<file path="src/design/scpc_pkg.sv">
// ----------------------------------------------------------------------------
// scpc_pkg
// shared types, constants and the duty scaling function for the servo
// command and preset controller
// ----------------------------------------------------------------------------
`timescale 1ns / 1ps

package scpc_pkg;

    localparam int NUM_SLOTS  = 4;
    localparam int MAX_CHARS  = 9;
    localparam int SLOT_W     = $clog2(NUM_SLOTS + 1);
    localparam int SLOT_IDX_W = (NUM_SLOTS > 1) ? $clog2(NUM_SLOTS) : 1;
    localparam int KEEP_W     = $clog2(MAX_CHARS + 1);
    localparam int DUTY_W     = 6;
    localparam int NUM_CHAN   = 4;

    // event kinds
    localparam logic [1:0] OP_SERIAL = 2'd0;
    localparam logic [1:0] OP_SAMPLE = 2'd1;
    localparam logic [1:0] OP_SAVE   = 2'd2;

    // operating modes
    localparam logic [1:0] MODE_IDLE   = 2'd0;
    localparam logic [1:0] MODE_MANUAL = 2'd1;
    localparam logic [1:0] MODE_PRESET = 2'd2;
    localparam logic [1:0] MODE_SERIAL = 2'd3;

    // parser characters
    localparam logic [7:0] CH_DOT  = 8'h2E;
    localparam logic [7:0] CH_0    = 8'h30;
    localparam logic [7:0] CH_1    = 8'h31;
    localparam logic [7:0] CH_3    = 8'h33;
    localparam logic [7:0] CH_9    = 8'h39;
    localparam logic [7:0] CH_A    = 8'h41;
    localparam logic [7:0] CH_D    = 8'h44;
    localparam logic [7:0] CH_H    = 8'h48;
    localparam logic [7:0] CH_P    = 8'h50;

    typedef logic [DUTY_W-1:0] t_duty;

    typedef struct packed {
        logic              mode_wr;
        logic [1:0]        mode_val;
        logic              chan_wr;
        logic [1:0]        chan_idx;
        logic [7:0]        number;
        logic              slot_wr;
        logic [SLOT_W-1:0] slot_val;
    } t_parse_act;

    // v*30/255+7, the divide by 255 done as (p + p/256 + 1) / 256
    function automatic t_duty scale(input logic [7:0] v);
        logic [12:0] p;
        logic [13:0] q;
        p = {v, 5'b0} - {4'b0, v, 1'b0};
        q = ({1'b0, p} + {9'b0, p[12:8]} + 14'd1) >> 8;
        return DUTY_W'(q + 14'd7);
    endfunction

endpackage

</file>
<file path="src/design/scpc_parser.sv">
// ----------------------------------------------------------------------------
// scpc_parser
// serial command parser: pending flags, number entry and the actions that
// one received byte causes
// ----------------------------------------------------------------------------
`timescale 1ns / 1ps

module scpc_parser (
    input  logic                  i_clk,
    input  logic                  i_rst_n,
    input  logic                  i_byte_valid,
    input  logic [7:0]            i_byte,
    output scpc_pkg::t_parse_act  o_act
);

    localparam int FLAG_MODE  = 0;
    localparam int FLAG_CHAN0 = 1;
    localparam int FLAG_SLOT  = 5;

    logic [5:0]                    r_flags,  n_flags;
    logic [7:0]                    r_number, n_number;
    logic [scpc_pkg::KEEP_W-1:0]   r_kept,   n_kept;
    logic                          r_ended,  n_ended;

    logic [1:0] chan;
    logic [7:0] slot_off;
    logic       is_digit;

    always_comb begin
        chan = 2'd0;
        for (int i = 3; i >= 0; i--) begin
            if (r_flags[FLAG_CHAN0 + i]) begin
                chan = 2'(i);
            end
        end
    end

    assign is_digit = (i_byte >= scpc_pkg::CH_0) && (i_byte <= scpc_pkg::CH_9);
    assign slot_off = i_byte - scpc_pkg::CH_1;

    always_comb begin
        o_act    = '0;
        n_flags  = r_flags;
        n_number = r_number;
        n_kept   = r_kept;
        n_ended  = r_ended;
        if (i_byte_valid) begin
            if (r_flags[FLAG_MODE]) begin
                if (i_byte >= scpc_pkg::CH_1 && i_byte <= scpc_pkg::CH_3) begin
                    o_act.mode_wr  = 1'b1;
                    o_act.mode_val = 2'(i_byte - scpc_pkg::CH_0);
                end
                n_flags[FLAG_MODE] = 1'b0;
            end else if (|r_flags[FLAG_CHAN0 +: 4]) begin
                if (i_byte == scpc_pkg::CH_H) begin
                    o_act.chan_wr  = 1'b1;
                    o_act.chan_idx = chan;
                    o_act.number   = r_number;
                    n_flags[FLAG_CHAN0 + 32'(chan)] = 1'b0;
                    n_number = 8'd0;
                    n_kept   = '0;
                    n_ended  = 1'b0;
                end else if (32'(r_kept) < scpc_pkg::MAX_CHARS) begin
                    n_kept = r_kept + scpc_pkg::KEEP_W'(1);
                    if (!r_ended) begin
                        if (is_digit) begin
                            n_number = {r_number[4:0], 3'b0} + {r_number[6:0], 1'b0}
                                       + (i_byte - scpc_pkg::CH_0);
                        end else begin
                            n_ended = 1'b1;
                        end
                    end
                end
            end else if (r_flags[FLAG_SLOT]) begin
                if (i_byte >= scpc_pkg::CH_1 && 32'(slot_off) < scpc_pkg::NUM_SLOTS) begin
                    o_act.slot_wr  = 1'b1;
                    o_act.slot_val = scpc_pkg::SLOT_W'(i_byte - scpc_pkg::CH_0);
                end
                n_flags[FLAG_SLOT] = 1'b0;
            end

            if (i_byte == scpc_pkg::CH_DOT) begin
                n_flags[FLAG_MODE] = 1'b1;
            end else if (i_byte >= scpc_pkg::CH_A && i_byte <= scpc_pkg::CH_D) begin
                n_flags[FLAG_CHAN0 + 32'(2'(i_byte - scpc_pkg::CH_A))] = 1'b1;
                n_number = 8'd0;
                n_kept   = '0;
                n_ended  = 1'b0;
            end else if (i_byte == scpc_pkg::CH_P) begin
                n_flags[FLAG_SLOT] = 1'b1;
            end
        end
    end

    always_ff @(posedge i_clk) begin
        if (!i_rst_n) begin
            r_flags  <= '0;
            r_number <= '0;
            r_kept   <= '0;
            r_ended  <= 1'b0;
        end else begin
            r_flags  <= n_flags;
            r_number <= n_number;
            r_kept   <= n_kept;
            r_ended  <= n_ended;
        end
    end

endmodule

</file>
<file path="config.mk">
export PLATFORM = sky130hd
export DESIGN_NAME = scpc_parser
export DESIGN_NICKNAME = d
export VERILOG_FILES = /design/src/design/scpc_pkg.sv /design/src/design/scpc_parser.sv
export SDC_FILE = /design/constraint.sdc
export NUM_CORES = 1
export LEC_CHECK = 0
export BUFFER_PORTS_ARGS = -buffer_cell sky130_fd_sc_hd__buf_2
export CAP_MARGIN = 20
export CELL_PAD_IN_SITES_DETAIL_PLACEMENT = 1
export CELL_PAD_IN_SITES_GLOBAL_PLACEMENT = 2
export CORE_MARGIN = 2
export CORE_UTILIZATION = 35
export DETAILED_ROUTE_END_ITERATION = 10
export PLACE_DENSITY_LB_ADDON = 0.3
export SYNTH_ARGS = -nofsm -noshare
export SYNTH_HDL_FRONTEND = slang
export SYNTH_SLANG_ARGS = --single-unit
</file>
<file path="constraint.sdc">
create_clock -name i_clk -period 3.6 [get_ports i_clk]
set_input_delay 0.72 -clock i_clk [delete_from_list [all_inputs] [get_ports i_clk]]
set_output_delay 0.72 -clock i_clk [all_outputs]
set_load 0.02 [all_outputs]
</file>
== Word-level counts from Yosys, hierarchy flattened ==
Cells that the tools add are included.

* Word-level logic and storage cells: 88
* Flip-flop bits (word level): 19

* Order comparisons: 12
* Add/subtract/negate cells: 8
* Multiplexer cells: 51
* Bitwise operators: 3
* Equal/unequal tests: 3
* Reductions and logical operators: 7

{| class="wikitable"
|+ Operators by type and width
! operator !! number
|-
| 8-bit two-way mux || 8
|-
| 4-bit two-way mux || 9
|-
| 5-bit two-way mux || 5
|-
| 11-bit two-way mux || 2
|-
| 18-bit two-way mux || 1
|-
| 8-bit adder || 2
|-
| 8-bit by 7-bit == test with 1-bit output (second input constant) || 2
|-
| 8-bit by 6-bit >= comparator with 1-bit output (second input constant) || 2
|-
| 8-bit by 6-bit less-or-equal comparator with 1-bit output (second input constant) || 2
|-
| 1-bit two-way mux || 16
|-
| 8-bit by 6-bit subtractor with 8-bit output (second input constant) || 2
|-
| 15-bit two-way mux || 1
|-
| 8-bit by 6-bit == test with 1-bit output (second input constant) || 1
|-
| 8-bit by 7-bit >= comparator with 1-bit output (second input constant) || 1
|-
| 8-bit by 7-bit less-or-equal comparator with 1-bit output (second input constant) || 1
|-
| 3-bit by 4-bit less-than comparator with 1-bit output (second input constant) || 2
|-
| 8-bit by 3-bit less-than comparator with 1-bit output (second input constant) || 1
|-
| 2-bit two-way mux || 4
|-
| 1-bit by 2-bit adder with 3-bit output (first input constant) || 2
|-
| 6-bit AND || 1
|-
| 1-bit demux with 3-bit select || 2
|-
| 3-bit by 1-bit >= comparator with 1-bit output (second input constant) || 2
|-
| 1-bit logical AND || 6
|-
| 3-bit two-way mux || 2
|-
| 7 further kinds || 7
|}

== Logic depth before layout (Yosys ltp) ==
Gate-level depths: netlist (run 1).

* Depth in word-level cells: 18
* Mapped depth: 9
* Gate-level depth less buffers: 9

== Worst setup path after synthesis (run 1) ==
No wires, ideal clock.

* Path kind: input to output
* Start point: input i_byte[4]
* End point: output o_act[0] (netlist bit)
* Arrival: 2.118 ns
* Path buffers: 0
* Data required time: 2.880 ns
* Path slack: 0.762 ns
* Stages: 5
* Path through: ha_1 -> xor2_1 -> nand4_1 -> nor3_1 -> and2_1

{| class="wikitable"
|+ RTL lines
! item !! RTL line !! source
|-
| from (decl) || scpc_parser.sv:12 || <nowiki>input logic [7:0] i_byte,</nowiki>
|-
| to (decl) || scpc_parser.sv:13 || <nowiki>output scpc_pkg::t_parse_act o_act</nowiki>
|}

==> tab_implementation.tex, run 1 <==
\begin{tabular}{lr}
\hline
Metric & Value \\
\hline
\multicolumn{2}{l}{\textbf{Die}} \\
Die Ht & 70.0 um \\
Die ar. & 4890 um\^{}2 \\
Number of core rows & 23 \\
Initial Util & 37.3\% \\
Horizontal extent of the die & 70.0 um \\
CORE AREA & 4090 um\^{}2 \\
Ports & 29 \\
\multicolumn{2}{l}{\textbf{Drt}} \\
Count of vias placed by the detailed router & 1350 \\
Pre-Repair DR Iteration Count & 4 \\
Average detailed-routed wire length per instance & 16.2 um \\
Number of DRC violations after detailed-routing iteration 0 & 71 \\
Drc violations & 0 \\
Via/cell ratio & 5.36 \\
Total wire length & 4090 um \\
Residual antenna-violating net count after detailed routing & 0 \\
\multicolumn{2}{l}{\textbf{Synthesis}} \\
Ys Warns & 0 \\
Post-synthesis async set-or-reset flop share & 0\% \\
Cell count after synthesis & 174 \\
Top flip-flop cell by instance count after synthesis & dfxtp\_1 \\
Number of synthesized flops with an enable pin & 0 \\
Post-synthesis instance area & 1520 um\^{}2 \\
Distinct cells, synth & 44 \\
Post-synthesis average cell area & 8.75 um\^{}2 \\
Number of nets in the synthesized netlist & 203 \\
Number of register bits inferred by synthesis & 19 \\
Fraction of the yosys area taken by sequential cells & 25.0\% \\
\multicolumn{2}{l}{\textbf{Clocking}} \\
Clock tree root buffer cell & clkbuf\_8 \\
Total of hold buffers inserted after clock tree synthesis & 0 \\
Clock latency of the later-clocked register in the worst-skew pair & 0.26 ns \\
H-tree level count & 1 \\
Clock buffer count from CTS & 3 \\
Post CTS Setup Buffer Count & 0 \\
TritonCTS clock tree & built \\
\# resized after CTS & 0 \\
Clock edge transition at the registers on the reported setup and hold paths & 0.07 ns \\
Buffers from clock root to sink, at most & 2 \\
Clk sinks & 19 \\
\multicolumn{2}{l}{\textbf{Setup path}} \\
Critical Path AT & 2.29 ns \\
Nature of the critical path startpoint & input pin \\
Reg2Reg Launch Point & r\_number[0]\$\_SDFFE\_PN0P\_ \\
R2R depth & 9 \\
Highest fanout seen on the critical path & 9 \\
RR Endpoint & r\_number[7]\$\_SDFFE\_PN0P\_ \\
Required time of the critical path & 2.88 ns \\
Type of the worst setup path & in2out \\
CP endpoint kind & output pin \\
Flop-to-flop setup slack & 1.18 ns \\
\multicolumn{2}{l}{\textbf{Timing}} \\
Tcrit/Tclk final & 83.6\% \\
Actual slew at the worst max-slew pin & 0.670 ns \\
Final hold vios & 0 \\
Fin crit period & 3.01 ns \\
Final Max Tran Viols & 0 \\
Total negative slack for setup checks & 0 ns \\
Fmax & 332 MHz \\
Setup Viol. Count Final & 0 \\
Max-slew headroom at the worst pin & 55.1\% \\
Clk\_skew & 0.00673 ns \\
RSZ-0062 raised after global routing & no \\
\multicolumn{2}{l}{\textbf{Placement}} \\
I/O Buffers & 28 \\
GP Congestion & 0.820 \\
HPWL reported at the end of detailed placement & 3230 um \\
Placed standard-cell area & 1700 um\^{}2 \\
\multicolumn{2}{l}{\textbf{Pwr}} \\
Total power divided by cell area & 245 nW/um\^{}2 \\
Worst VDD drop & 179 uV \\
Leakage Power & 0.770 nW \\
\multicolumn{2}{l}{\textbf{Layout}} \\
Number of antenna diodes & 0 \\
Share of final-layout standard cells stronger than drive strength 1 & 20.8\% \\
Commonest cells after routing, fill and taps aside & buf\_2 (28), inv\_1 (21), dfxtp\_1 (19) \\
Area overhead of the layout relative to synthesis & 14.6\% \\
Net count, final & 232 \\
Most frequent standard cell in the layout excluding fill and tap cells & buf\_2 \\
Final Cell Area & 1750 um\^{}2 \\
\multicolumn{2}{l}{\textbf{GRT}} \\
Vias in the first global route & 1394 \\
Pin count of the biggest net entering global routing & 12 \\
Grt ovf & 0 \\
Number of antenna violations at the first check in global routing & 0 \\
Overall global routing resource usage & 17.6\% \\
Global-route wire length before repair & 6950 um \\
\multicolumn{2}{l}{\textbf{Min path}} \\
Hold path startpoint & r\_flags[5]\$\_SDFFE\_PN0P\_ \\
Worst hold path depth & 2 \\
Path type of the worst min-delay path & reg2reg \\
Worst min-delay path endpoint & r\_flags[5]\$\_SDFFE\_PN0P\_ \\
\multicolumn{2}{l}{\textbf{Status}} \\
Outcome & finished clean \\
\multicolumn{2}{l}{\textbf{Run}} \\
Reported max-cap violation count & 0 \\
\hline
\end{tabular}
final cells by class:
cell class	instances	area, um^2
tap	50	62.6
sequential	19	380
timing repair buffer	28	140
multi-input combinational	130	1040
clock buffer	4	45.0
inverter	21	78.8
fill	504	2340
worst max path at each step:
| stage | from | to | slack, ns |
|---|---|---|---|
| final | i_byte[2] | o_act[10] | 0.59 |
| after global routing | i_byte[1] | o_act[9] | 0.47 |
| after CTS | i_byte[1] | o_act[10] | 0.54 |
| after detailed placement | i_byte[2] | o_act[10] | 0.55 |
| after global placement | i_byte[2] | o_act[6] | 0.67 |
| after floorplan | i_byte[4] | o_act[0] | 0.76 |
routing by layer:
layer  track usage, %  vias up  routed length (um)
li1                 -      661                   -
met1             23.9      655                1950
met2             29.3       32                1930
met3             3.90        2                 191
met4             2.35        0                  17
met5                0        -                   0
flip-flops by register name, indices dropped and copies added, names as in the netlist:
signal	count
r_ended	1
r_flags	6
r_kept	4
r_number	8
through the flow:
stage / setup WS (ns) / instances / total power (W) / hold WS (ns) / util, %
3_5_place_dp: 0.550 / 248 / 0.000277 / 0.456 / 41.6
3_3_place_gp: 0.671 / 248 / 0.000274 / 0.446 / 41.6
5_1_grt: 0.467 / 252 / 0.000447 / 0.508 / 42.7
4_1_cts: 0.544 / 252 / 0.000432 / 0.471 / 42.7
2_1_floorplan: 0.762 / 174 / 0.000256 / 0.432 / -
6_report: 0.591 / 252 / 0.000427 / 0.470 / 42.7
critical path, stage by stage:
cell	delay (ns)
buf_2	0.15
nor4b_2	0.31
and3_1	0.33
and3_1	0.43
and2_1	0.19
buf_2	0.16
where the power goes:
part | internal [W] | switching, W | leakage [nW]
clock network | 0.0000788 | 0.0000765 | 0.0228
registers | 0.000211 | 0.000000792 | 0.153
logic | 0.0000225 | 0.0000380 | 0.594
total | 0.000312 | 0.000115 | 0.770
synth_stat cells (all sizes together), types with 3 or more instances:
| master | n | area share (%) |
|---|---|---|
| a21oi | 12 | 4.2 |
| ha | 13 | 11 |
| dfxtp | 19 | 25 |
| xnor2 | 8 | 4.6 |
| fa | 5 | 6.6 |
| and2 | 12 | 4.9 |
| nor2 | 12 | 3.0 |
| inv | 21 | 5.2 |
| nand3b | 4 | 2.0 |
| nand4 | 3 | 1.2 |
| nand2 | 8 | 2.0 |
| a22o | 7 | 4.0 |
| nor4 | 3 | 2.2 |
| o21ai | 8 | 2.6 |
| buf | 4 | 1.6 |
| nor3 | 6 | 2.6 |
cell families after synthesis:
group	after synthesis	share of synthesized area (%)
mux	1	0.657
flops	19	25.0
simple gates	60	25.3
xor+xnor	10	5.75
compound gates	41	19.2
fa+ha+maj	18	17.3
buf+inv	25	6.82
(Power assumes the default switching activity.)
==> inputs of run 2 (changes only) <==
ABC_AREA = 1   (was default)
CORE_UTILIZATION = 30   (was 35)
clock period = 2.77 ns   (was 3.6 ns; I/O delays follow)
==> tab_implementation.tex, run 2 <==
\begin{tabular}{lr}
\hline
Metric & Value \\
\hline
\multicolumn{2}{l}{\textbf{Synthesis}} \\
Number of nets in the synthesized netlist & 306 \\
Top flip-flop cell by instance count after synthesis & dfxtp\_1 \\
Number of synthesized flops with an enable pin & 0 \\
Fraction of the yosys area taken by sequential cells & 21.7\% \\
Cell type contributing the most total cell area after synthesis & dfxtp\_1 \\
Post-synthesis average cell area & 6.32 um\^{}2 \\
Most common cell in the synthesized netlist & nand2\_1 \\
Post-synthesis instance area & 1750 um\^{}2 \\
Cell count after synthesis & 277 \\
Distinct cells, synth & 33 \\
Cell types with the highest counts after synthesis & nand2\_1 (56), nor2\_1 (48), inv\_1 (44), nand3\_1 (23), dfxtp\_1 (19) \\
Post-synthesis async set-or-reset flop share & 0\% \\
Number of register bits inferred by synthesis & 19 \\
Post-synth top area share & 21.7\% \\
Ys Warns & 0 \\
Cell types occupying the most area after synthesis & dfxtp\_1 (22\%), nand2\_1 (12\%), nor2\_1 (10\%) \\
\multicolumn{2}{l}{\textbf{Die}} \\
CORE AREA & 5570 um\^{}2 \\
Number of core rows & 27 \\
Horizontal extent of the die & 80.4 um \\
Initial Util & 31.4\% \\
Die Ht & 80.4 um \\
Die ar. & 6470 um\^{}2 \\
Ports & 29 \\
\multicolumn{2}{l}{\textbf{GRT}} \\
Pin count of the biggest net entering global routing & 17 \\
Vias in the first global route & 1873 \\
Grt ovf & 0 \\
Global-route wire length before repair & 8950 um \\
Number of antenna violations at the first check in global routing & 0 \\
Overall global routing resource usage & 17.8\% \\
\multicolumn{2}{l}{\textbf{Placement}} \\
I/O Buffers & 28 \\
Placed standard-cell area & 2030 um\^{}2 \\
GP Congestion & 0.796 \\
HPWL reported at the end of detailed placement & 4430 um \\
Worst setup slack before clock tree synthesis & -0.0360 ns \\
Number of placed instances, taps included & 383 \\
\multicolumn{2}{l}{\textbf{Drt}} \\
Total wire length & 5430 um \\
Number of DRC violations after detailed-routing iteration 0 & 53 \\
Pre-Repair DR Iteration Count & 4 \\
Drc violations & 0 \\
Residual antenna-violating net count after detailed routing & 0 \\
Count of vias placed by the detailed router & 1884 \\
Average detailed-routed wire length per instance & 14.0 um \\
Via/cell ratio & 4.87 \\
\multicolumn{2}{l}{\textbf{Pwr}} \\
Leakage Power & 1.00 nW \\
Worst VDD drop & 164 uV \\
Total power divided by cell area & 284 nW/um\^{}2 \\
\multicolumn{2}{l}{\textbf{Setup path}} \\
Critical Path AT & 2.02 ns \\
Highest fanout seen on the critical path & 8 \\
CP endpoint kind & output pin \\
Nature of the critical path startpoint & input pin \\
R2R depth & 8 \\
Type of the worst setup path & in2out \\
Reg2Reg Launch Point & r\_number[2]\$\_SDFFE\_PN0P\_ \\
Required time of the critical path & 2.22 ns \\
Startpoint of the most critical setup path & i\_byte[4] \\
\multicolumn{2}{l}{\textbf{Timing}} \\
Fin crit period & 2.58 ns \\
Tcrit/Tclk final & 93.1\% \\
Final Max Tran Viols & 0 \\
Worst-case setup margin in the final layout & 0.192 ns \\
RSZ-0062 raised after global routing & no \\
Clk\_skew & 0.0173 ns \\
Fmax & 388 MHz \\
Final hold vios & 0 \\
Max-slew headroom at the worst pin & 58.9\% \\
Setup Viol. Count Final & 0 \\
Actual slew at the worst max-slew pin & 0.615 ns \\
\multicolumn{2}{l}{\textbf{Clocking}} \\
Clock buffer count from CTS & 3 \\
Buffers from clock root to sink, at most & 2 \\
TritonCTS clock tree & built \\
H-tree level count & 1 \\
Clock latency of the later-clocked register in the worst-skew pair & 0.27 ns \\
Clock tree root buffer cell & clkbuf\_8 \\
Clock edge transition at the registers on the reported setup and hold paths & 0.07 ns \\
Clk sinks & 19 \\
\multicolumn{2}{l}{\textbf{Status}} \\
Outcome & finished clean \\
\multicolumn{2}{l}{\textbf{Min path}} \\
Path type of the worst min-delay path & reg2reg \\
Hold path startpoint & r\_number[5]\$\_SDFFE\_PN0P\_ \\
Worst hold path depth & 2 \\
\multicolumn{2}{l}{\textbf{Layout}} \\
Registers with the most flip-flops & r\_number (8), r\_flags (6), r\_kept (4) \\
Commonest cells after routing, fill and taps aside & nand2\_1 (56), nor2\_1 (48), inv\_1 (43) \\
Final Cell Area & 2080 um\^{}2 \\
Area overhead of the layout relative to synthesis & 18.8\% \\
Area of all sequential standard cells & 380 um\^{}2 \\
Area of the multi-input gates & 1180 um\^{}2 \\
Share of final-layout standard cells stronger than drive strength 1 & 18.1\% \\
Number of antenna diodes & 0 \\
FILL cells & 773 \\
Fraction of the core area covered by cells at the end of the flow & 37.3\% \\
Net count, final & 345 \\
Largest register by flop count & r\_number \\
Most frequent standard cell in the layout excluding fill and tap cells & nand2\_1 \\
Number of flip-flops in the largest register & 8 \\
Count of non-filler cells in the finished layout & 387 \\
\multicolumn{2}{l}{\textbf{Run}} \\
Reported max-cap violation count & 0 \\
\hline
\end{tabular}
run 2: power by group:
part	internal (W)	switching, W
Combinational	0.0000373	0.0000722
Sequential	0.000274	0.000000773
Clock	0.000100	0.000106
Total	0.000412	0.000179
run 2: routing by layer:
layer  vias to the layer above  track usage [%]  share of wire [%]
li1                        966                -                  -
met1                       892             23.5                 50
met2                        24             31.4                 47
met3                         2             3.03                3.0
met4                         0             1.53               0.26
met5                         -                0                  0
run 2: kinds of logic after synthesis:
kind of cell	Yosys count	share of synthesized area, %
xor+xnor	5	2.50
compound gates	35	11.6
fa+ha+maj	18	15.0
simple gates	150	38.1
flops	19	21.7
buf+inv	50	11.1
run 2: final cells by class:
| type | instances | share of cell area, % |
|---|---|---|
| Clock buffer | 3 | 1.98 |
| Multi-Input combinational cell | 208 | 56.5 |
| Tap cell | 72 | 4.33 |
| Inverter | 46 | 8.30 |
| Clock inverter | 1 | 0.241 |
| Sequential cell | 19 | 18.3 |
| Timing Repair Buffer | 38 | 10.3 |
run 2: worst paths after layout:
check                                  end  slack, ns
setup / recovery                 o_act[11]       0.19
hold / removal    r_number[5]$_SDFFE_PN0P_       0.47
setup reg to reg  r_number[6]$_SDFFE_PN0P_       0.48
hold reg to reg   r_number[5]$_SDFFE_PN0P_       0.47
run 2: metrics by stage:
step                hold slack (ns)  TNS [ns]  power, W
global placement              0.456         0  0.000391
global route                  0.498         0  0.000623
finish                        0.466         0  0.000591
detailed placement            0.460   -0.0360  0.000392
CTS                           0.471         0  0.000597
floorplan                     0.445         0  0.000344
run 2: critical path, cell delays in order:
cell and delay, ns:
buf_2 0.12, inv_1 0.08, ha_1 0.21, nand3_2 0.12, nor3_4 0.25, nand2_1 0.10
nor2_1 0.17, inv_2 0.13, nor2_1 0.11, buf_2 0.17
run 2: what timing repair did:
item	4_1_cts	5_1_grt
hold buffers	0	0
endpoints found under the setup margin	0	8
setup buffers	0	0
gates resized for setup	0	1
